==> src/hw/rtl/nssas_pkg.sv <==
// Shared widths, codes and descriptor types of the nine-slice span solver.
// No dependencies; used by the interfaces and all solver modules.
package nssas_pkg;

  localparam int TEX_W   = 13;
  localparam int INSET_W = 14;
  localparam int CROP_W  = 13;
  localparam int SIDE_W  = 2;
  localparam int POS_W   = 12;
  localparam int LEN_W   = 13;

  // Internal unsigned width of sizes, insets and lengths.
  localparam int VW = 14;
  // Signed width of tiling positions and phase sums.
  localparam int XW = VW + 2;

  // Depth of the queue between front and back.
  localparam int QD = 2;

  localparam logic [SIDE_W-1:0] SIDE_NEAR = 2'd0;
  localparam logic [SIDE_W-1:0] SIDE_FAR  = 2'd2;

  // One classified request, as handed from the front to the back.
  typedef struct packed {
    logic                     inval;
    logic                     tiles;
    logic [VW-1:0]            a;
    logic [VW-1:0]            da;
    logic [VW-1:0]            db;
    logic [VW-1:0]            dmid;
    logic [VW-1:0]            smid;
    logic [VW-1:0]            far_src;
    logic [VW-1:0]            far_dst;
    logic [SIDE_W-1:0]        side;
    logic signed [CROP_W-1:0] crop;
  } desc_t;

  typedef struct packed {
    logic          start;
    logic [VW-1:0] dividend;
    logic [VW-1:0] divisor;
  } div_req_t;

  typedef struct packed {
    logic          done;
    logic [VW-1:0] rem;
  } div_rsp_t;

endpackage

==> src/hw/rtl/nssas_if.sv <==
// Request and span channel interfaces of the nine-slice span solver.
// Depends on nssas_pkg for field widths.
interface nssas_in_if;
  logic                                     valid;
  logic                                     ready;
  logic [nssas_pkg::TEX_W-1:0]              tex_size;
  logic signed [nssas_pkg::INSET_W-1:0]     inset_near;
  logic signed [nssas_pkg::INSET_W-1:0]     inset_far;
  logic [nssas_pkg::TEX_W-1:0]              dest_size;
  logic [nssas_pkg::SIDE_W-1:0]             anchor_side;
  logic signed [nssas_pkg::CROP_W-1:0]      crop_offset;

  modport source (output valid, tex_size, inset_near, inset_far, dest_size,
                  anchor_side, crop_offset, input ready);
  modport sink (input valid, tex_size, inset_near, inset_far, dest_size,
                anchor_side, crop_offset, output ready);
endinterface

interface nssas_out_if;
  logic                        valid;
  logic                        ready;
  logic                        valid_res;
  logic [nssas_pkg::POS_W-1:0] src_start;
  logic [nssas_pkg::POS_W-1:0] dst_start;
  logic [nssas_pkg::LEN_W-1:0] span_len;
  logic                        last_span;
  logic                        truncated;

  modport source (output valid, valid_res, src_start, dst_start, span_len,
                  last_span, truncated, input ready);
  modport sink (input valid, valid_res, src_start, dst_start, span_len,
                last_span, truncated, output ready);
endinterface

==> src/hw/rtl/nssas_front.sv <==
// Front of the span solver: takes requests, saturates sizes, fixes insets.
// Depends on nssas_pkg and nssas_in_if; feeds descriptors to nssas_fifo.
module nssas_front #(
  parameter int MAX_SIZE = 4096
) (
  input  logic             clk,
  input  logic             rst_n,
  nssas_in_if.sink         in_ch,
  output logic             push,
  output nssas_pkg::desc_t wr_data,
  input  logic             full
);

  // Sizes can never exceed what the 13-bit fields carry.
  localparam int SAT = (MAX_SIZE > 8191) ? 8191 : MAX_SIZE;

  logic                                   stg_vld_r;
  logic [nssas_pkg::TEX_W-1:0]            tex_r;
  logic [nssas_pkg::TEX_W-1:0]            dst_r;
  logic signed [nssas_pkg::INSET_W-1:0]   nr_r;
  logic signed [nssas_pkg::INSET_W-1:0]   fr_r;
  logic [nssas_pkg::SIDE_W-1:0]           side_r;
  logic signed [nssas_pkg::CROP_W-1:0]    crop_r;

  logic [nssas_pkg::VW-1:0] n, d, a, b, half, da, rem_d, db;
  logic [nssas_pkg::VW:0]   sum;
  logic                     bad;

  assign in_ch.ready = !stg_vld_r || !full;
  assign push        = stg_vld_r && !full;

  always_ff @(posedge clk) begin
    if (!rst_n) begin
      stg_vld_r <= 1'b0;
    end else if (in_ch.ready) begin
      stg_vld_r <= in_ch.valid;
    end
  end

  always_ff @(posedge clk) begin
    if (in_ch.valid && in_ch.ready) begin
      tex_r  <= in_ch.tex_size;
      dst_r  <= in_ch.dest_size;
      nr_r   <= in_ch.inset_near;
      fr_r   <= in_ch.inset_far;
      side_r <= in_ch.anchor_side;
      crop_r <= in_ch.crop_offset;
    end
  end

  always_comb begin
    n = (int'(tex_r) > SAT) ? nssas_pkg::VW'(SAT) : nssas_pkg::VW'(tex_r);
    d = (int'(dst_r) > SAT) ? nssas_pkg::VW'(SAT) : nssas_pkg::VW'(dst_r);
    // Insets that are negative or leave no interior fall back to plain wrap.
    sum   = {1'b0, nr_r[nssas_pkg::VW-1:0]} + {1'b0, fr_r[nssas_pkg::VW-1:0]};
    bad   = nr_r[nssas_pkg::INSET_W-1] || fr_r[nssas_pkg::INSET_W-1] || (sum >= {1'b0, n});
    a     = bad ? '0 : nr_r[nssas_pkg::VW-1:0];
    b     = bad ? '0 : fr_r[nssas_pkg::VW-1:0];
    half  = d >> 1;
    da    = (a < half) ? a : half;
    rem_d = d - da;
    db    = (b < rem_d) ? b : rem_d;

    wr_data.inval   = (tex_r == '0) || (dst_r == '0);
    wr_data.a       = a;
    wr_data.da      = da;
    wr_data.db      = db;
    wr_data.dmid    = rem_d - db;
    wr_data.tiles   = (rem_d != db);
    wr_data.smid    = n - a - b;
    wr_data.far_src = n - db;
    wr_data.far_dst = d - db;
    wr_data.side    = side_r;
    wr_data.crop    = crop_r;
  end

endmodule

==> src/hw/rtl/nssas_fifo.sv <==
// Short descriptor queue that decouples the front from the back.
// Depends on nssas_pkg for the descriptor type and depth.
module nssas_fifo (
  input  logic             clk,
  input  logic             rst_n,
  input  logic             push,
  input  nssas_pkg::desc_t wr_data,
  output logic             full,
  input  logic             pop,
  output logic             rd_vld,
  output nssas_pkg::desc_t rd_data
);

  localparam int QAW = $clog2(nssas_pkg::QD);

  nssas_pkg::desc_t mem_r [nssas_pkg::QD];
  logic [QAW-1:0]   wp_r;
  logic [QAW-1:0]   rp_r;
  logic [QAW:0]     cnt_r;

  assign full    = (cnt_r == (QAW+1)'(nssas_pkg::QD));
  assign rd_vld  = (cnt_r != '0);
  assign rd_data = mem_r[rp_r];

  always_ff @(posedge clk) begin
    if (!rst_n) begin
      wp_r  <= '0;
      rp_r  <= '0;
      cnt_r <= '0;
    end else begin
      if (push) begin
        wp_r <= wp_r + QAW'(1);
      end
      if (pop) begin
        rp_r <= rp_r + QAW'(1);
      end
      if (push && !pop) begin
        cnt_r <= cnt_r + (QAW+1)'(1);
      end else if (pop && !push) begin
        cnt_r <= cnt_r - (QAW+1)'(1);
      end
    end
  end

  always_ff @(posedge clk) begin
    if (push) begin
      mem_r[wp_r] <= wr_data;
    end
  end

endmodule

==> src/hw/rtl/nssas_div.sv <==
// Restoring remainder unit, one quotient bit per cycle.
// Depends on nssas_pkg for operand width and request/response types.
module nssas_div (
  input  logic                clk,
  input  logic                rst_n,
  input  nssas_pkg::div_req_t req,
  output nssas_pkg::div_rsp_t rsp
);

  localparam int W   = nssas_pkg::VW;
  localparam int DCW = $clog2(W);

  logic           busy_r, done_r;
  logic [DCW-1:0] cnt_r;
  logic [W-1:0]   rem_r, dvd_r, dvs_r;
  logic [W:0]     t, diff;
  logic           ge;

  assign t    = {rem_r, dvd_r[W-1]};
  assign diff = t - {1'b0, dvs_r};
  assign ge   = (t >= {1'b0, dvs_r});

  assign rsp.done = done_r;
  assign rsp.rem  = rem_r;

  always_ff @(posedge clk) begin
    if (!rst_n) begin
      busy_r <= 1'b0;
      done_r <= 1'b0;
      cnt_r  <= '0;
    end else if (req.start) begin
      busy_r <= 1'b1;
      done_r <= 1'b0;
      cnt_r  <= '0;
    end else if (busy_r) begin
      cnt_r <= cnt_r + DCW'(1);
      if (cnt_r == DCW'(W - 1)) begin
        busy_r <= 1'b0;
        done_r <= 1'b1;
      end
    end else begin
      done_r <= 1'b0;
    end
  end

  always_ff @(posedge clk) begin
    if (req.start) begin
      rem_r <= '0;
      dvd_r <= req.dividend;
      dvs_r <= req.divisor;
    end else if (busy_r) begin
      rem_r <= ge ? diff[W-1:0] : t[W-1:0];
      dvd_r <= dvd_r << 1;
    end
  end

endmodule

==> src/hw/rtl/nssas_back.sv <==
// Back of the span solver: phase computation and span emission sequencer.
// Depends on nssas_pkg, nssas_out_if and the nssas_div remainder unit.
module nssas_back #(
  parameter int MAX_SPANS = 64
) (
  input  logic             clk,
  input  logic             rst_n,
  input  logic             q_vld,
  input  nssas_pkg::desc_t q_data,
  output logic             pop,
  nssas_out_if.source      out_ch
);

  localparam int VW = nssas_pkg::VW;
  localparam int XW = nssas_pkg::XW;
  localparam int CW = $clog2(MAX_SPANS + 1);

  typedef enum logic [7:0] {
    S_IDLE   = 8'b0000_0001,
    S_INVAL  = 8'b0000_0010,
    S_CORN_N = 8'b0000_0100,
    S_CORN_F = 8'b0000_1000,
    S_DIV_R  = 8'b0001_0000,
    S_PREP   = 8'b0010_0000,
    S_DIV_P  = 8'b0100_0000,
    S_TILE   = 8'b1000_0000
  } state_t;

  function automatic logic signed [XW-1:0] to_x(input logic [VW-1:0] v);
    return signed'({{(XW-VW){1'b0}}, v});
  endfunction

  state_t              st_r, st_nxt;
  nssas_pkg::desc_t    dsc_r, dsc_nxt;
  logic [CW-1:0]       cnt_r, cnt_nxt;
  logic [VW-1:0]       sf_r, sf_nxt;
  logic                p_neg_r, p_neg_nxt;
  logic signed [XW-1:0] x_r, x_nxt;

  logic                        ov_r, o_vres_r, o_last_r, o_trunc_r;
  logic [nssas_pkg::POS_W-1:0] o_src_r, o_dst_r;
  logic [nssas_pkg::LEN_W-1:0] o_len_r;

  logic                 emit, e_vres, e_last, e_trunc;
  logic [VW-1:0]        e_src, e_dst, e_len;
  logic                 slot_free;

  nssas_pkg::div_req_t  dreq;
  nssas_pkg::div_rsp_t  drsp;

  logic [VW-1:0]        ph0;
  logic signed [XW-1:0] p, p_abs, m_x, smid_x, dmid_x;
  logic signed [XW-1:0] t_xe, t_vs, t_ve, t_len, t_src, t_dst;
  logic                 t_more, t_cap, t_last, cn_last;

  nssas_div u_div (
    .clk (clk),
    .rst_n (rst_n),
    .req (dreq),
    .rsp (drsp)
  );

  assign slot_free = !ov_r || out_ch.ready;

  // Phase of the interior: side-selected share of the shortfall plus crop.
  always_comb begin
    case (dsc_r.side)
      nssas_pkg::SIDE_NEAR: ph0 = '0;
      nssas_pkg::SIDE_FAR:  ph0 = sf_r;
      default:              ph0 = sf_r >> 1;
    endcase
  end

  assign p      = to_x(ph0) + XW'(dsc_r.crop);
  assign p_abs  = p[XW-1] ? -p : p;
  assign m_x    = to_x(drsp.rem);
  assign smid_x = to_x(dsc_r.smid);
  assign dmid_x = to_x(dsc_r.dmid);

  // One interior tile clipped to the interior window.
  assign t_xe   = x_r + smid_x;
  assign t_vs   = x_r[XW-1] ? '0 : x_r;
  assign t_more = (t_xe < dmid_x);
  assign t_ve   = t_more ? t_xe : dmid_x;
  assign t_len  = t_ve - t_vs;
  assign t_src  = to_x(dsc_r.a) + t_vs - x_r;
  assign t_dst  = to_x(dsc_r.da) + t_vs;
  assign t_cap  = (cnt_r == CW'(MAX_SPANS - 1));
  assign t_last = !t_more || t_cap;

  assign cn_last = (dsc_r.db == '0) && !dsc_r.tiles;

  always_comb begin
    st_nxt    = st_r;
    dsc_nxt   = dsc_r;
    cnt_nxt   = cnt_r;
    sf_nxt    = sf_r;
    p_neg_nxt = p_neg_r;
    x_nxt     = x_r;
    pop       = 1'b0;
    emit      = 1'b0;
    e_vres    = 1'b1;
    e_src     = '0;
    e_dst     = '0;
    e_len     = '0;
    e_last    = 1'b0;
    e_trunc   = 1'b0;
    dreq      = '0;
    case (st_r)
      S_IDLE: begin
        if (q_vld) begin
          pop     = 1'b1;
          dsc_nxt = q_data;
          cnt_nxt = '0;
          st_nxt  = q_data.inval ? S_INVAL : S_CORN_N;
        end
      end
      S_INVAL: begin
        if (slot_free) begin
          emit   = 1'b1;
          e_vres = 1'b0;
          e_last = 1'b1;
          st_nxt = S_IDLE;
        end
      end
      S_CORN_N: begin
        if (dsc_r.da == '0) begin
          st_nxt = S_CORN_F;
        end else if (slot_free) begin
          emit   = 1'b1;
          e_len  = dsc_r.da;
          e_last = cn_last;
          st_nxt = cn_last ? S_IDLE : S_CORN_F;
        end
      end
      S_CORN_F: begin
        if ((dsc_r.db == '0) || slot_free) begin
          emit   = (dsc_r.db != '0);
          e_src  = dsc_r.far_src;
          e_dst  = dsc_r.far_dst;
          e_len  = dsc_r.db;
          e_last = !dsc_r.tiles;
          if (dsc_r.tiles) begin
            dreq.start    = 1'b1;
            dreq.dividend = dsc_r.dmid;
            dreq.divisor  = dsc_r.smid;
            st_nxt        = S_DIV_R;
          end else begin
            st_nxt = S_IDLE;
          end
        end
      end
      S_DIV_R: begin
        if (drsp.done) begin
          sf_nxt = (drsp.rem == '0) ? '0 : dsc_r.smid - drsp.rem;
          st_nxt = S_PREP;
        end
      end
      S_PREP: begin
        p_neg_nxt     = p[XW-1];
        dreq.start    = 1'b1;
        dreq.dividend = p_abs[VW-1:0];
        dreq.divisor  = dsc_r.smid;
        st_nxt        = S_DIV_P;
      end
      S_DIV_P: begin
        if (drsp.done) begin
          if (!p_neg_r) begin
            x_nxt = -m_x;
          end else if (drsp.rem == '0) begin
            x_nxt = '0;
          end else begin
            x_nxt = m_x - smid_x;
          end
          st_nxt = S_TILE;
        end
      end
      S_TILE: begin
        if (slot_free) begin
          emit    = 1'b1;
          e_src   = t_src[VW-1:0];
          e_dst   = t_dst[VW-1:0];
          e_len   = t_len[VW-1:0];
          e_last  = t_last;
          e_trunc = t_more && t_cap;
          x_nxt   = t_xe;
          st_nxt  = t_last ? S_IDLE : S_TILE;
        end
      end
      default: begin
        st_nxt = S_IDLE;
      end
    endcase
    if (emit) begin
      cnt_nxt = cnt_r + CW'(1);
    end
  end

  always_ff @(posedge clk) begin
    if (!rst_n) begin
      st_r <= S_IDLE;
      ov_r <= 1'b0;
    end else begin
      st_r <= st_nxt;
      if (emit) begin
        ov_r <= 1'b1;
      end else if (out_ch.ready) begin
        ov_r <= 1'b0;
      end
    end
  end

  always_ff @(posedge clk) begin
    dsc_r   <= dsc_nxt;
    cnt_r   <= cnt_nxt;
    sf_r    <= sf_nxt;
    p_neg_r <= p_neg_nxt;
    x_r     <= x_nxt;
    if (emit) begin
      o_vres_r  <= e_vres;
      o_src_r   <= e_src[nssas_pkg::POS_W-1:0];
      o_dst_r   <= e_dst[nssas_pkg::POS_W-1:0];
      o_len_r   <= e_len[nssas_pkg::LEN_W-1:0];
      o_last_r  <= e_last;
      o_trunc_r <= e_trunc;
    end
  end

  assign out_ch.valid     = ov_r;
  assign out_ch.valid_res = o_vres_r;
  assign out_ch.src_start = o_src_r;
  assign out_ch.dst_start = o_dst_r;
  assign out_ch.span_len  = o_len_r;
  assign out_ch.last_span = o_last_r;
  assign out_ch.truncated = o_trunc_r;

endmodule

==> src/hw/rtl/nine_slice_axis_span_solver.sv <==
// Nine-slice axis span solver. Each request describes one axis of a nine-slice
// blit and produces the near-corner span, the far-corner span and then the
// spans that tile the interior, each as a source start, a destination start and
// a length; a request with a zero texture or destination size produces one
// result with valid_res low. Each request is dequeued and then steps through
// the near-corner and far-corner states, even when a corner is empty, except
// that the far-corner state is skipped when the near-corner span is the last.
// A request with a zero size instead goes from the dequeue straight to its
// single result. When there is an interior, two remainder computations run
// next in the shared one-bit-per-cycle divider. Each takes 14 steps and then
// signals done, with the S_PREP state between them to form the phase. The
// interior spans follow, one per cycle while the output register is free.
// Each result is registered in the output register and presented in the
// cycle after it is formed. The span counter caps a request at MAX_SPANS
// results, and the last result then carries truncated. A two-entry descriptor
// queue lets the front take up to three new requests while the back is still
// busy. When the receiver stalls, the output register holds the waiting result
// and the back waits with it, while the front keeps filling the queue.
// Depends on nssas_pkg, nssas_if, nssas_front, nssas_fifo, nssas_div and
// nssas_back.
module nine_slice_axis_span_solver #(
  parameter int MAX_SIZE  = 4096,
  parameter int MAX_SPANS = 64
) (
  input  logic         clk,
  input  logic         rst_n,
  nssas_in_if.sink     in_ch,
  nssas_out_if.source  out_ch
);

  // Descriptor handoff between the classifier and the span sequencer.
  logic             q_push;
  logic             q_full;
  logic             q_pop;
  logic             q_vld;
  nssas_pkg::desc_t q_wr_data;
  nssas_pkg::desc_t q_rd_data;

  // The front saturates sizes, drops insets that leave no interior and fits
  // the insets to the destination, producing one descriptor per request.
  nssas_front #(
    .MAX_SIZE (MAX_SIZE)
  ) u_front (
    .clk     (clk),
    .rst_n   (rst_n),
    .in_ch   (in_ch),
    .push    (q_push),
    .wr_data (q_wr_data),
    .full    (q_full)
  );

  nssas_fifo u_fifo (
    .clk     (clk),
    .rst_n   (rst_n),
    .push    (q_push),
    .wr_data (q_wr_data),
    .full    (q_full),
    .pop     (q_pop),
    .rd_vld  (q_vld),
    .rd_data (q_rd_data)
  );

  // The back works out the tiling phase and walks the interior one tile per
  // cycle, stalling only on the output register.
  nssas_back #(
    .MAX_SPANS (MAX_SPANS)
  ) u_back (
    .clk    (clk),
    .rst_n  (rst_n),
    .q_vld  (q_vld),
    .q_data (q_rd_data),
    .pop    (q_pop),
    .out_ch (out_ch)
  );

endmodule

==> src/flat_wrapper.sv <==
// flat-port wrapper written by rule: the top's interface ports become plain ports
module nine_slice_axis_span_solver_flat 
#(
  parameter int MAX_SIZE  = 4096,
  parameter int MAX_SPANS = 64
)
  (clk, rst_n, in_ch_valid, in_ch_tex_size, in_ch_inset_near, in_ch_inset_far, in_ch_dest_size, in_ch_anchor_side, in_ch_crop_offset, in_ch_ready, out_ch_valid, out_ch_valid_res, out_ch_src_start, out_ch_dst_start, out_ch_span_len, out_ch_last_span, out_ch_truncated, out_ch_ready);
  nssas_in_if in_ch_i ();
  nssas_out_if out_ch_i ();
  input  logic clk;
  input  logic rst_n;
  input wire logic [$bits(in_ch_i.valid)-1:0] in_ch_valid;
  input wire logic [$bits(in_ch_i.tex_size)-1:0] in_ch_tex_size;
  input wire logic [$bits(in_ch_i.inset_near)-1:0] in_ch_inset_near;
  input wire logic [$bits(in_ch_i.inset_far)-1:0] in_ch_inset_far;
  input wire logic [$bits(in_ch_i.dest_size)-1:0] in_ch_dest_size;
  input wire logic [$bits(in_ch_i.anchor_side)-1:0] in_ch_anchor_side;
  input wire logic [$bits(in_ch_i.crop_offset)-1:0] in_ch_crop_offset;
  output wire logic [$bits(in_ch_i.ready)-1:0] in_ch_ready;
  output wire logic [$bits(out_ch_i.valid)-1:0] out_ch_valid;
  output wire logic [$bits(out_ch_i.valid_res)-1:0] out_ch_valid_res;
  output wire logic [$bits(out_ch_i.src_start)-1:0] out_ch_src_start;
  output wire logic [$bits(out_ch_i.dst_start)-1:0] out_ch_dst_start;
  output wire logic [$bits(out_ch_i.span_len)-1:0] out_ch_span_len;
  output wire logic [$bits(out_ch_i.last_span)-1:0] out_ch_last_span;
  output wire logic [$bits(out_ch_i.truncated)-1:0] out_ch_truncated;
  input wire logic [$bits(out_ch_i.ready)-1:0] out_ch_ready;
  assign in_ch_i.valid = in_ch_valid;
  assign in_ch_i.tex_size = in_ch_tex_size;
  assign in_ch_i.inset_near = in_ch_inset_near;
  assign in_ch_i.inset_far = in_ch_inset_far;
  assign in_ch_i.dest_size = in_ch_dest_size;
  assign in_ch_i.anchor_side = in_ch_anchor_side;
  assign in_ch_i.crop_offset = in_ch_crop_offset;
  assign in_ch_ready = in_ch_i.ready;
  assign out_ch_valid = out_ch_i.valid;
  assign out_ch_valid_res = out_ch_i.valid_res;
  assign out_ch_src_start = out_ch_i.src_start;
  assign out_ch_dst_start = out_ch_i.dst_start;
  assign out_ch_span_len = out_ch_i.span_len;
  assign out_ch_last_span = out_ch_i.last_span;
  assign out_ch_truncated = out_ch_i.truncated;
  assign out_ch_i.ready = out_ch_ready;
  nine_slice_axis_span_solver #(.MAX_SIZE(MAX_SIZE), .MAX_SPANS(MAX_SPANS)) u_core (.clk(clk), .rst_n(rst_n), .in_ch(in_ch_i), .out_ch(out_ch_i));
endmodule
==> config.mk <==
export PLATFORM = sky130hd
export DESIGN_NAME = nine_slice_axis_span_solver_flat
export DESIGN_NICKNAME = d
export VERILOG_FILES = /design/src/hw/rtl/nssas_pkg.sv /design/src/hw/rtl/nssas_if.sv /design/src/hw/rtl/nssas_front.sv /design/src/hw/rtl/nssas_fifo.sv /design/src/hw/rtl/nssas_div.sv /design/src/hw/rtl/nssas_back.sv /design/src/hw/rtl/nine_slice_axis_span_solver.sv /design/src/flat_wrapper.sv
export SDC_FILE = /design/constraint.sdc
export NUM_CORES = 1
export LEC_CHECK = 0
export BUFFER_PORTS_ARGS = -buffer_cell sky130_fd_sc_hd__buf_2
export CAP_MARGIN = 0
export CORE_MARGIN = 2
export CORE_UTILIZATION = 45
export DETAILED_ROUTE_END_ITERATION = 10
export HOLD_SLACK_MARGIN = 0.15
export SYNTH_ARGS = -nofsm -noshare
export SYNTH_HDL_FRONTEND = slang
export SYNTH_HIERARCHICAL = 1
export SYNTH_SLANG_ARGS = --single-unit
==> constraint.sdc <==
create_clock -name clk -period 19 [get_ports clk]
set_input_delay 1.9 -clock clk [delete_from_list [all_inputs] [get_ports clk]]
set_output_delay 1.9 -clock clk [all_outputs]
set_load 0.005 [all_outputs]
==> results.toml, run 1 <==
[outcome]
outcome = "finished, final reports clean"

[yosys]
yosys_warnings = 6
syn-instance-count = 2859
postSynthAreaPerCell_um2 = 11.2
syn_area_um2 = 32000

[die]
fp.dieW_um = 271
start_util_pct = 45.6
core-area_um2 = 70300
die_h_um = 271
ios = 115
rows = 97
die_area_um2 = 73300

[global_route]
grt_usage_pct = 24.1
grt_pass1_vias = 21992
overflow = 0
antenna_found_initial = 1
grt_max_degree = 66
grt_pass1_wl_um = 135000

[clocking]
clock_latency_ns = 0.66
clk_pin_slew_ns = 0.06
post_cts_buffers = 0
clock_sinks = 536
ctsRootBufferMaster = "clkbuf_16"
cts_hold_buf = 0
cts_resized = 0
cts_max_level = 2
cts_tree = "done"
cts_buffer_depth = 3
numCtsBuffers = 59

[drt]
drc = 0
wl_per_cell_um = 22.6
drt-vias-per-instance = 5.66
routed_wl_um = 89500
firstDrtPassIters = 7
vias = 22394
drt_iter0_drc = 1836
final_antenna_net_count = 0

[critical_path]
cp-end-kind = "register"
cpPeakStageDelay_ns = 0.76
cpMostUsedCell = "a21oi_1"
path_depth = 54
criticalPathCategory = "register to register"
cp_top_family = "compound AO/OA/AOI/OAI gates"
required_ns = 19.47
cp.arrival_ns = 13.81
cpMaxStageDelayCell = "xor2_1"
reg2reg_depth = 54
critPathBufInv = 3
worstPathMaxFanout = 35
critPathLaunchType = "register"

[sta]
slew_headroom_pct = 21.1
finalCriticalPeriod_ns = 13.35
hold_slack_ns = 0.449
fmax_mhz = 74.9
grt_setup_unrepaired = "no"
worstMarginPinSlew_ns = 1.18
setup-violations-final = 0
skew_ns = 0.0356
fin_tns_setup_ns = 0
hold_viol_final = 0
fin_crit_sh_pct = 70.3
finalMaxSlewViolations = 0
worst_slack_ns = 5.65

[placed_design]
port_buffers = 114
dp_slack_ns = 5.80
gp_congestion = 0.949
dp.cells = 3849
hpwl_um = 68800

[hold_path]
hold_path.class = "register to register"
hold_path_depth = 0

[finish]
area_delta_synth_final_pct = 11.0
stdcell_count = 3959
drive_gt1_share_pct = 14.0
nNetsFinal = 3300
final_util_pct = 50.6

[flow_run]
maxCapViolCount = 0

[power]
peakVddDrop_uv = 84.1
total_leakage_power_nw = 13.9
power_density_nw_per_um2 = 158
-- cell type report --
class                           count  area, µm²
Inverter                          245        920
Fill cell                        6216      34700
Clock inverter                     41        487
Timing Repair Buffer              136        736
Sequential cell                   536      15700
Clock buffer                       68       1510
Multi-Input combinational cell   1992      15000
Antenna cell                        1       2.50
Tap cell                          940       1180
-- layer usage --
metal	vias to the layer above	track usage, %	part of all wire, %
met3	122	2.73	5.2
met5	-	0	0
li1	10658	-	-
met4	0	5.99	2.2
met1	10989	35.0	47
met2	625	38.5	45
-- placed cells by master (no fill, tap or decap), drive strengths merged, types with 11 or more instances in the layout --
| cell | instances |
|---|---|
| maj3 | 13 |
| o211ai | 18 |
| or2 | 14 |
| o21ai | 169 |
| and3 | 23 |
| and2 | 38 |
| a21oi | 149 |
| nand3 | 46 |
| inv | 245 |
| o21a | 30 |
| xnor2 | 110 |
| nor3 | 43 |
| buf | 136 |
| nand2b | 29 |
| nand4 | 18 |
| nor2 | 231 |
| fa | 34 |
| dfxtp | 35 |
| clkbuf | 68 |
| nand2 | 205 |
| a211oi | 26 |
| a22o | 17 |
| nor2b | 44 |
| xor2 | 65 |
| a31oi | 23 |
| a22oi | 11 |
| edfxtp | 501 |
| a21boi | 18 |
| clkinv | 30 |
| or3 | 13 |
| o21bai | 20 |
| mux2 | 127 |
| ha | 223 |
| a21o | 60 |
| a311oi | 14 |
| o221ai | 12 |
| nor4 | 19 |
-- path summary, 6_finish.rpt --
kind / start / to / slack, ns
setup / recovery: u_core/u_front/fr_r[0]$_DFFE_PP_ / u_core/u_fifo/mem_r[0][70]$_DFFE_PP_ / 5.65
hold reg to reg: u_core/u_front/crop_r[1]$_DFFE_PP_ / u_core/u_fifo/mem_r[1][1]$_DFFE_PP_ / 0.45
hold / removal: u_core/u_front/crop_r[1]$_DFFE_PP_ / u_core/u_fifo/mem_r[1][1]$_DFFE_PP_ / 0.45
setup reg to reg: u_core/u_front/fr_r[0]$_DFFE_PP_ / u_core/u_fifo/mem_r[0][70]$_DFFE_PP_ / 5.65
-- power by group --
| part | internal, mW | total [mW] | leakage (nW) | switching [mW] |
|---|---|---|---|---|
| sequential | 1.64 | 1.80 | 4.99 | 0.166 |
| combinational | 1.05 | 2.64 | 7.96 | 1.59 |
| clock | 0.682 | 1.18 | 0.962 | 0.495 |
| total | 3.37 | 5.62 | 13.9 | 2.25 |
-- metrics by stage --
step                      total power [mW]  cell area, µm²
after CTS                             5.64           35500
after global routing                  5.99           35500
after floorplan                       3.72           32000
after global placement                4.39           33500
after detailed placement              4.44           33500
final                                 5.62           35500
-- sequential cells by signal, summed over array words and instances, names as in the netlist, 13 cells and up, named ones only --
name,count
u_core/u_back/out_ch.span_len,13
u_core/u_back/dmid_x,14
u_core/u_back/u_div/dvs_r,14
u_core/u_front/tex_r,13
u_core/u_fifo/mem_r,218
u_core/u_back/u_div/rem_r,14
u_core/u_back/x_r,16
u_core/u_front/nr_r,14
u_core/u_front/fr_r,14
u_core/u_back/sf_r,14
u_core/u_front/crop_r,13
u_core/u_back/dsc_r,94
u_core/u_front/dst_r,13
u_core/u_back/u_div/dvd_r,14
Note: power is estimated with default switching activity, not from simulation.
==> run 2: changes to the inputs <==
- clock period: 19 -> 11.5 ns (I/O delays scaled with it)
==> run 2 against run 1 <==
  * Hold slack got worse by 0.0065 ns
  * Clock power rose by 58%
  * Clock skew fell by 0.014 ns
  * Cell count rose by 1.4%
  * Flip-flop and latch count did not move
  * Combinational power rose by 67%
  * Sequential share of layout area fell by 0.71 points
  * First-iteration DRC count rose by 13%
==> results.toml, run 2 (synthesis results as in run 1) <==
[placed_design]
place_area_um2 = 33900
port_buffers = 114
dp.cells = 3888
gp_congestion = 0.934
hpwl_um = 68700

[power]
seqPwrFrac_pct = 32.6
p_int_mw = 5.57
power_switching_mw = 3.73
p_sw_share_pct = 40.1
power_mw = 9.30
clkPwrFrac_pct = 20.1
power_density_nw_per_um2 = 257
peakVddDrop_uv = 148
total_leakage_power_nw = 14.2
share_comb_of_total_power_pct = 47.3

[finish]
stdcell_count = 4013
drive_gt1_share_pct = 17.3
largest_register = "u_core/u_fifo/mem_r"
diodes = 0
area_delta_synth_final_pct = 12.8
final_cell_mix = "edfxtp_1 (501), inv_1 (239), nor2_1 (225), ha_1 (217), nand2_1 (198)"
top_regs = "u_core/u_fifo/mem_r x218, u_core/u_back/dsc_r x94, u_core/u_back/x_r x16"
multi_input_area_um2 = 15200
largest_reg_flops = 218
layout_commonest_cell = "edfxtp_1"
nNetsFinal = 3356
stdcell_area_um2 = 36100
seqCellArea_um2 = 15700
n_fill_cell = 6216

[sta]
setup-violations-final = 0
skew_ns = 0.0220
fin_tns_setup_ns = 0
slew_headroom_pct = 30.6
worstMarginPinSlew_ns = 1.04
hold_viol_final = 0
fmax_mhz = 90.9
fin_crit_sh_pct = 95.7
finalMaxSlewViolations = 0
finalCriticalPeriod_ns = 11.00

[critical_path]
cp.arrival_ns = 11.37
cp-end-kind = "register"
critPathLaunchType = "register"
worstReg2RegStart = "u_core/u_front/fr_r[0]$_DFFE_PP_"
criticalPathCategory = "register to register"
worstPathMaxFanout = 12
endpoint = "u_core/u_fifo/mem_r[0][25]$_DFFE_PP_"
cpMaxStageDelayCell = "fa_1"
rrSetupSlack_ns = 0.50
startpoint = "u_core/u_front/fr_r[0]$_DFFE_PP_"
required_ns = 11.87
r2r_end = "u_core/u_fifo/mem_r[0][25]$_DFFE_PP_"
cpMostUsedCell = "a21oi_2"
cpPeakStageDelay_ns = 0.44
reg2reg_depth = 58

[die]
die_h_um = 271
start_util_pct = 45.6
die_area_um2 = 73300
core-area_um2 = 70300
ios = 115
fp.dieW_um = 271
rows = 97

[global_route]
grt_max_degree = 67
grt_usage_pct = 24.0
antenna_found_initial = 1
grt_pass1_vias = 22230
overflow = 0
grt_pass1_wl_um = 135000

[flow_run]
maxCapViolCount = 0

[drt]
drt-vias-per-instance = 5.70
final_antenna_net_count = 0
routed_wl_um = 89700
wl_per_cell_um = 22.4
firstDrtPassIters = 6
drc = 0
drt_iter0_drc = 2071
vias = 22859

[hold_path]
hold_path.class = "register to register"

[clocking]
clock_latency_ns = 0.64
clock_sinks = 536
cts_buffer_depth = 3
ctsRootBufferMaster = "clkbuf_16"
cts_max_level = 2
numCtsBuffers = 58
clk_pin_slew_ns = 0.06
cts_tree = "done"

[outcome]
outcome = "finished, final reports clean"
## run 2: cell count changes in the layout (fill, tap and decap cells not counted), sizes merged, moves of 2 or more
cell	previous run	this run
inv	245	250
buf	136	193
clkinvlp	3	9
clkbuf	68	64
bufinv	8	6
clkinv	30	23
## run 2: layer usage
layer	share of wire (%)	wire length, µm	track usage, %	vias to the layer above
met5	0	0	0	-
met4	2.4	2170	6.06	0
met1	47	41900	34.8	11298
met3	5.2	4660	3.13	125
li1	-	-	-	10785
met2	46	41000	38.2	651
## run 2: critical path: cells and delay by family, from the launching register on
family / cells / cell delay [ns]
adder cells (fa/ha/maj): 9 / 2.52
AND/OR/NAND/NOR: 12 / 1.52
XOR/XNOR: 2 / 0.24
buffers and inverters: 9 / 1.13
AO/OA/AOI/OAI: 26 / 4.94
flip-flops: 1 / 0.39
## run 2: cell type report
cell class | count | share of cell area [%]
inverter | 245 | 2.55
multi-input combinational | 1992 | 42.0
clock buffer | 64 | 4.08
sequential | 536 | 43.6
clock inverter | 43 | 1.21
tap | 940 | 3.26
timing repair buffer | 193 | 3.29
## run 2: repair_timing
item	in CTS	in global routing
endpoints found under the setup margin	6	28
hold buffers	0	0
resized for setup	3	63
buffers inserted	0	18
pin swaps	0	32
## run 2: worst min path at each step
stage / to / cells after the start / slack, ns / from
floorplan: u_core/u_fifo/mem_r[0][0]$_DFFE_PP_ / 0 / 0.42 / u_core/u_front/crop_r[0]$_DFFE_PP_
global placement: u_core/u_fifo/mem_r[1][2]$_DFFE_PP_ / 0 / 0.43 / u_core/u_front/crop_r[2]$_DFFE_PP_
detailed placement: u_core/u_fifo/mem_r[0][0]$_DFFE_PP_ / 0 / 0.43 / u_core/u_front/crop_r[0]$_DFFE_PP_
CTS: u_core/u_fifo/mem_r[1][2]$_DFFE_PP_ / 0 / 0.45 / u_core/u_front/crop_r[2]$_DFFE_PP_
global route: u_core/u_fifo/mem_r[0][2]$_DFFE_PP_ / 0 / 0.46 / u_core/u_front/crop_r[2]$_DFFE_PP_
finish: u_core/u_fifo/mem_r[0][0]$_DFFE_PP_ / 0 / 0.44 / u_core/u_front/crop_r[0]$_DFFE_PP_
## run 2: per-stage QoR
stage                     hold slack (ns)  setup slack, ns  utilization [%]
after CTS                           0.448           0.0466             50.9
after global placement              0.426           0.0970             48.2
after floorplan                     0.421           0.0153                -
final                               0.443            0.499             51.4
after global routing                0.455          -0.0726             51.4
after detailed placement            0.430           -0.153             48.2
## run 2: power groups by stage
stage	Sequential [mW]	Clock, mW	Combinational (mW)
after floorplan	2.91	0	3.25
after global placement	3.06	0	4.23
after detailed placement	3.07	0	4.29
after CTS	3.03	1.92	4.33
after global routing	3.07	2.00	4.84
final	3.03	1.87	4.40
==> run 3: changes to the inputs <==
- CORE_MARGIN: 2 -> 10
- CORE_UTILIZATION: 45 -> 35
==> run 3 against run 2 <==
  * Via count down 2.5%
  * Sequential share of layout area is 0.48 points lower
  * Critical path type unchanged
  * Maximum frequency increased by 0.77%
  * Highest routed layer unchanged
==> results.toml, run 3 (synthesis results as in run 1) <==
[outcome]
outcome = "finished, final reports clean"

[hold_path]
min_from = "u_core/u_front/crop_r[11]$_DFFE_PP_"
hold_path.class = "register to register"
holdPathEnd = "u_core/u_fifo/mem_r[0][11]$_DFFE_PP_"
hold_path_depth = 0

[sta]
finalCriticalPeriod_ns = 10.92
setup-violations-final = 0
hold_viol_final = 0
slew_headroom_pct = 22.6
finalMaxSlewViolations = 0
fin_crit_sh_pct = 94.9
skew_ns = 0.0244
fmax_mhz = 91.6
worstMarginPinSlew_ns = 1.16

[die]
fp.dieW_um = 322
rows = 110
start_util_pct = 35.4
die_h_um = 322
ios = 115
die_area_um2 = 104000
core-area_um2 = 90400

[placed_design]
gp_congestion = 0.957
place_area_um2 = 34200
hpwl_um = 67300
port_buffers = 114

[critical_path]
cpMaxStageDelayCell = "or4_1"
cp.arrival_ns = 11.36
cpMostUsedCell = "a21oi_2"
worstReg2RegStart = "u_core/u_front/fr_r[0]$_DFFE_PP_"
cpPeakStageDelay_ns = 0.50
worstPathMaxFanout = 8
cp-end-kind = "register"
r2r_end = "u_core/u_fifo/mem_r[0][70]$_DFFE_PP_"
required_ns = 11.95
critPathLaunchType = "register"
reg2reg_depth = 55
rrSetupSlack_ns = 0.58
criticalPathCategory = "register to register"

[clocking]
cts_buffer_depth = 3
numCtsBuffers = 58
clock_sinks = 536
cts_tree = "done"
cts_max_level = 2
ctsRootBufferMaster = "clkbuf_16"
clock_latency_ns = 0.64
clk_pin_slew_ns = 0.06

[global_route]
overflow = 0
grt_pass1_wl_um = 132000
antenna_found_initial = 4
grt_pass1_vias = 21648
grt_usage_pct = 16.4
grt_max_degree = 65

[finish]
n_fill_cell = 8605
nNetsFinal = 3362
largest_reg_flops = 218
final_cell_mix = "edfxtp_1 (501), inv_1 (240), nor2_1 (227), ha_1 (218), nand2_1 (201)"
final_util_pct = 40.4
largest_register = "u_core/u_fifo/mem_r"
layout_commonest_cell = "edfxtp_1"
area_delta_synth_final_pct = 14.0
top_regs = "u_core/u_fifo/mem_r x218, u_core/u_back/dsc_r x94, u_core/u_back/x_r x16"
stdcell_area_um2 = 36500
multi_input_area_um2 = 15200
drive_gt1_share_pct = 17.1
diodes = 0
seqCellArea_um2 = 15700

[power]
power_switching_mw = 3.66
total_leakage_power_nw = 14.3
peakVddDrop_uv = 123
clkPwrFrac_pct = 20.7
share_comb_of_total_power_pct = 47.2
p_sw_share_pct = 39.4
p_int_mw = 5.63
power_density_nw_per_um2 = 254
seqPwrFrac_pct = 32.1
power_mw = 9.29

[drt]
routed_wl_um = 87200
firstDrtPassIters = 6
vias = 22296
drt-vias-per-instance = 5.24
drc = 0
drt_iter0_drc = 2069
wl_per_cell_um = 20.5
final_antenna_net_count = 0

[flow_run]
maxCapViolCount = 0
run 3: changes by cell type in the layout (fill, tap and decap cells not counted), moves of 4 or more:
cell / before / now
buf_4: 74 / 81
clkinv_2: 8 / 15
clkinvlp_4: 9 / 3
clkinv_1: 12 / 8
o21ai_0: 137 / 141
o21ai_1: 29 / 25
run 3: layer usage:
layer,routed length (µm),GRT usage [%],part of all wire [%],vias to the layer above
met5,0,0,0,-
met4,2350,4.80,2.7,0
met3,5120,2.81,5.9,126
met2,39600,26.0,45,608
met1,40100,22.8,46,10771
li1,-,-,-,10791
run 3: layout make-up:
class	count	share of cell area, %
clock buffers	70	4.18
clock inverters	40	1.25
inverters	245	2.53
multi-input cells	1992	41.5
flip-flops and latches	536	43.1
well taps	1176	4.03
repair buffers	199	3.36
run 3: through the flow:
| stage | cells | setup slack (ns) | TNS (ns) | hold slack [ns] |
|---|---|---|---|---|
| 2_1_floorplan | 2860 | 0.0153 | 0 | 0.421 |
| 3_3_place_gp | 4126 | 0.239 | 0 | 0.425 |
| 3_5_place_dp | 4126 | 0.0863 | 0 | 0.430 |
| 4_1_cts | 4236 | 0.0296 | 0 | 0.442 |
| 5_1_grt | 4258 | -0.109 | -0.651 | 0.446 |
| 6_report | 4258 | 0.584 | 0 | 0.444 |
run 3: critical path, delay by kind of cell, from the launching register on:
| kind | cells | cell delay (ns) |
|---|---|---|
| AND/OR/NAND/NOR | 8 | 1.43 |
| multiplexers | 2 | 0.41 |
| adder cells (fa/ha/maj) | 12 | 3.40 |
| AO/OA/AOI/OAI | 26 | 4.43 |
| XOR/XNOR | 2 | 0.24 |
| buffers and inverters | 5 | 0.40 |
| flip-flops | 1 | 0.40 |
run 3: worst max-delay path by stage:
stage | from | to | slack [ns] | depth (start not counted)
finish | u_core/u_front/fr_r[0]$_DFFE_PP_ | u_core/u_fifo/mem_r[0][70]$_DFFE_PP_ | 0.58 | 55
global route | u_core/u_front/fr_r[0]$_DFFE_PP_ | u_core/u_fifo/mem_r[1][26]$_DFFE_PP_ | -0.11 | 57
CTS | u_core/u_front/nr_r[0]$_DFFE_PP_ | u_core/u_fifo/mem_r[0][70]$_DFFE_PP_ | 0.03 | 53
detailed placement | u_core/u_front/nr_r[0]$_DFFE_PP_ | u_core/u_fifo/mem_r[1][70]$_DFFE_PP_ | 0.09 | 53
global placement | u_core/u_front/nr_r[0]$_DFFE_PP_ | u_core/u_fifo/mem_r[0][70]$_DFFE_PP_ | 0.24 | 53
floorplan | u_core/u_front/fr_r[0]$_DFFE_PP_ | u_core/u_fifo/mem_r[0][70]$_DFFE_PP_ | 0.02 | 61
run 3: timing repair:
action / 4_1_cts / 5_1_grt
hold buffers: 0 / 0
setup endpoints to repair: 0 / 30
setup buffers: 0 / 21
gates resized for setup: 0 / 51
run 3: power by group through the flow:
stage | clock network [mW] | registers [mW] | logic, mW
floorplan | 0 | 2.91 | 3.25
global placement | 0 | 3.02 | 4.26
detailed placement | 0 | 3.02 | 4.27
CTS | 1.98 | 2.99 | 4.31
global route | 2.06 | 3.02 | 4.86
finish | 1.93 | 2.98 | 4.38
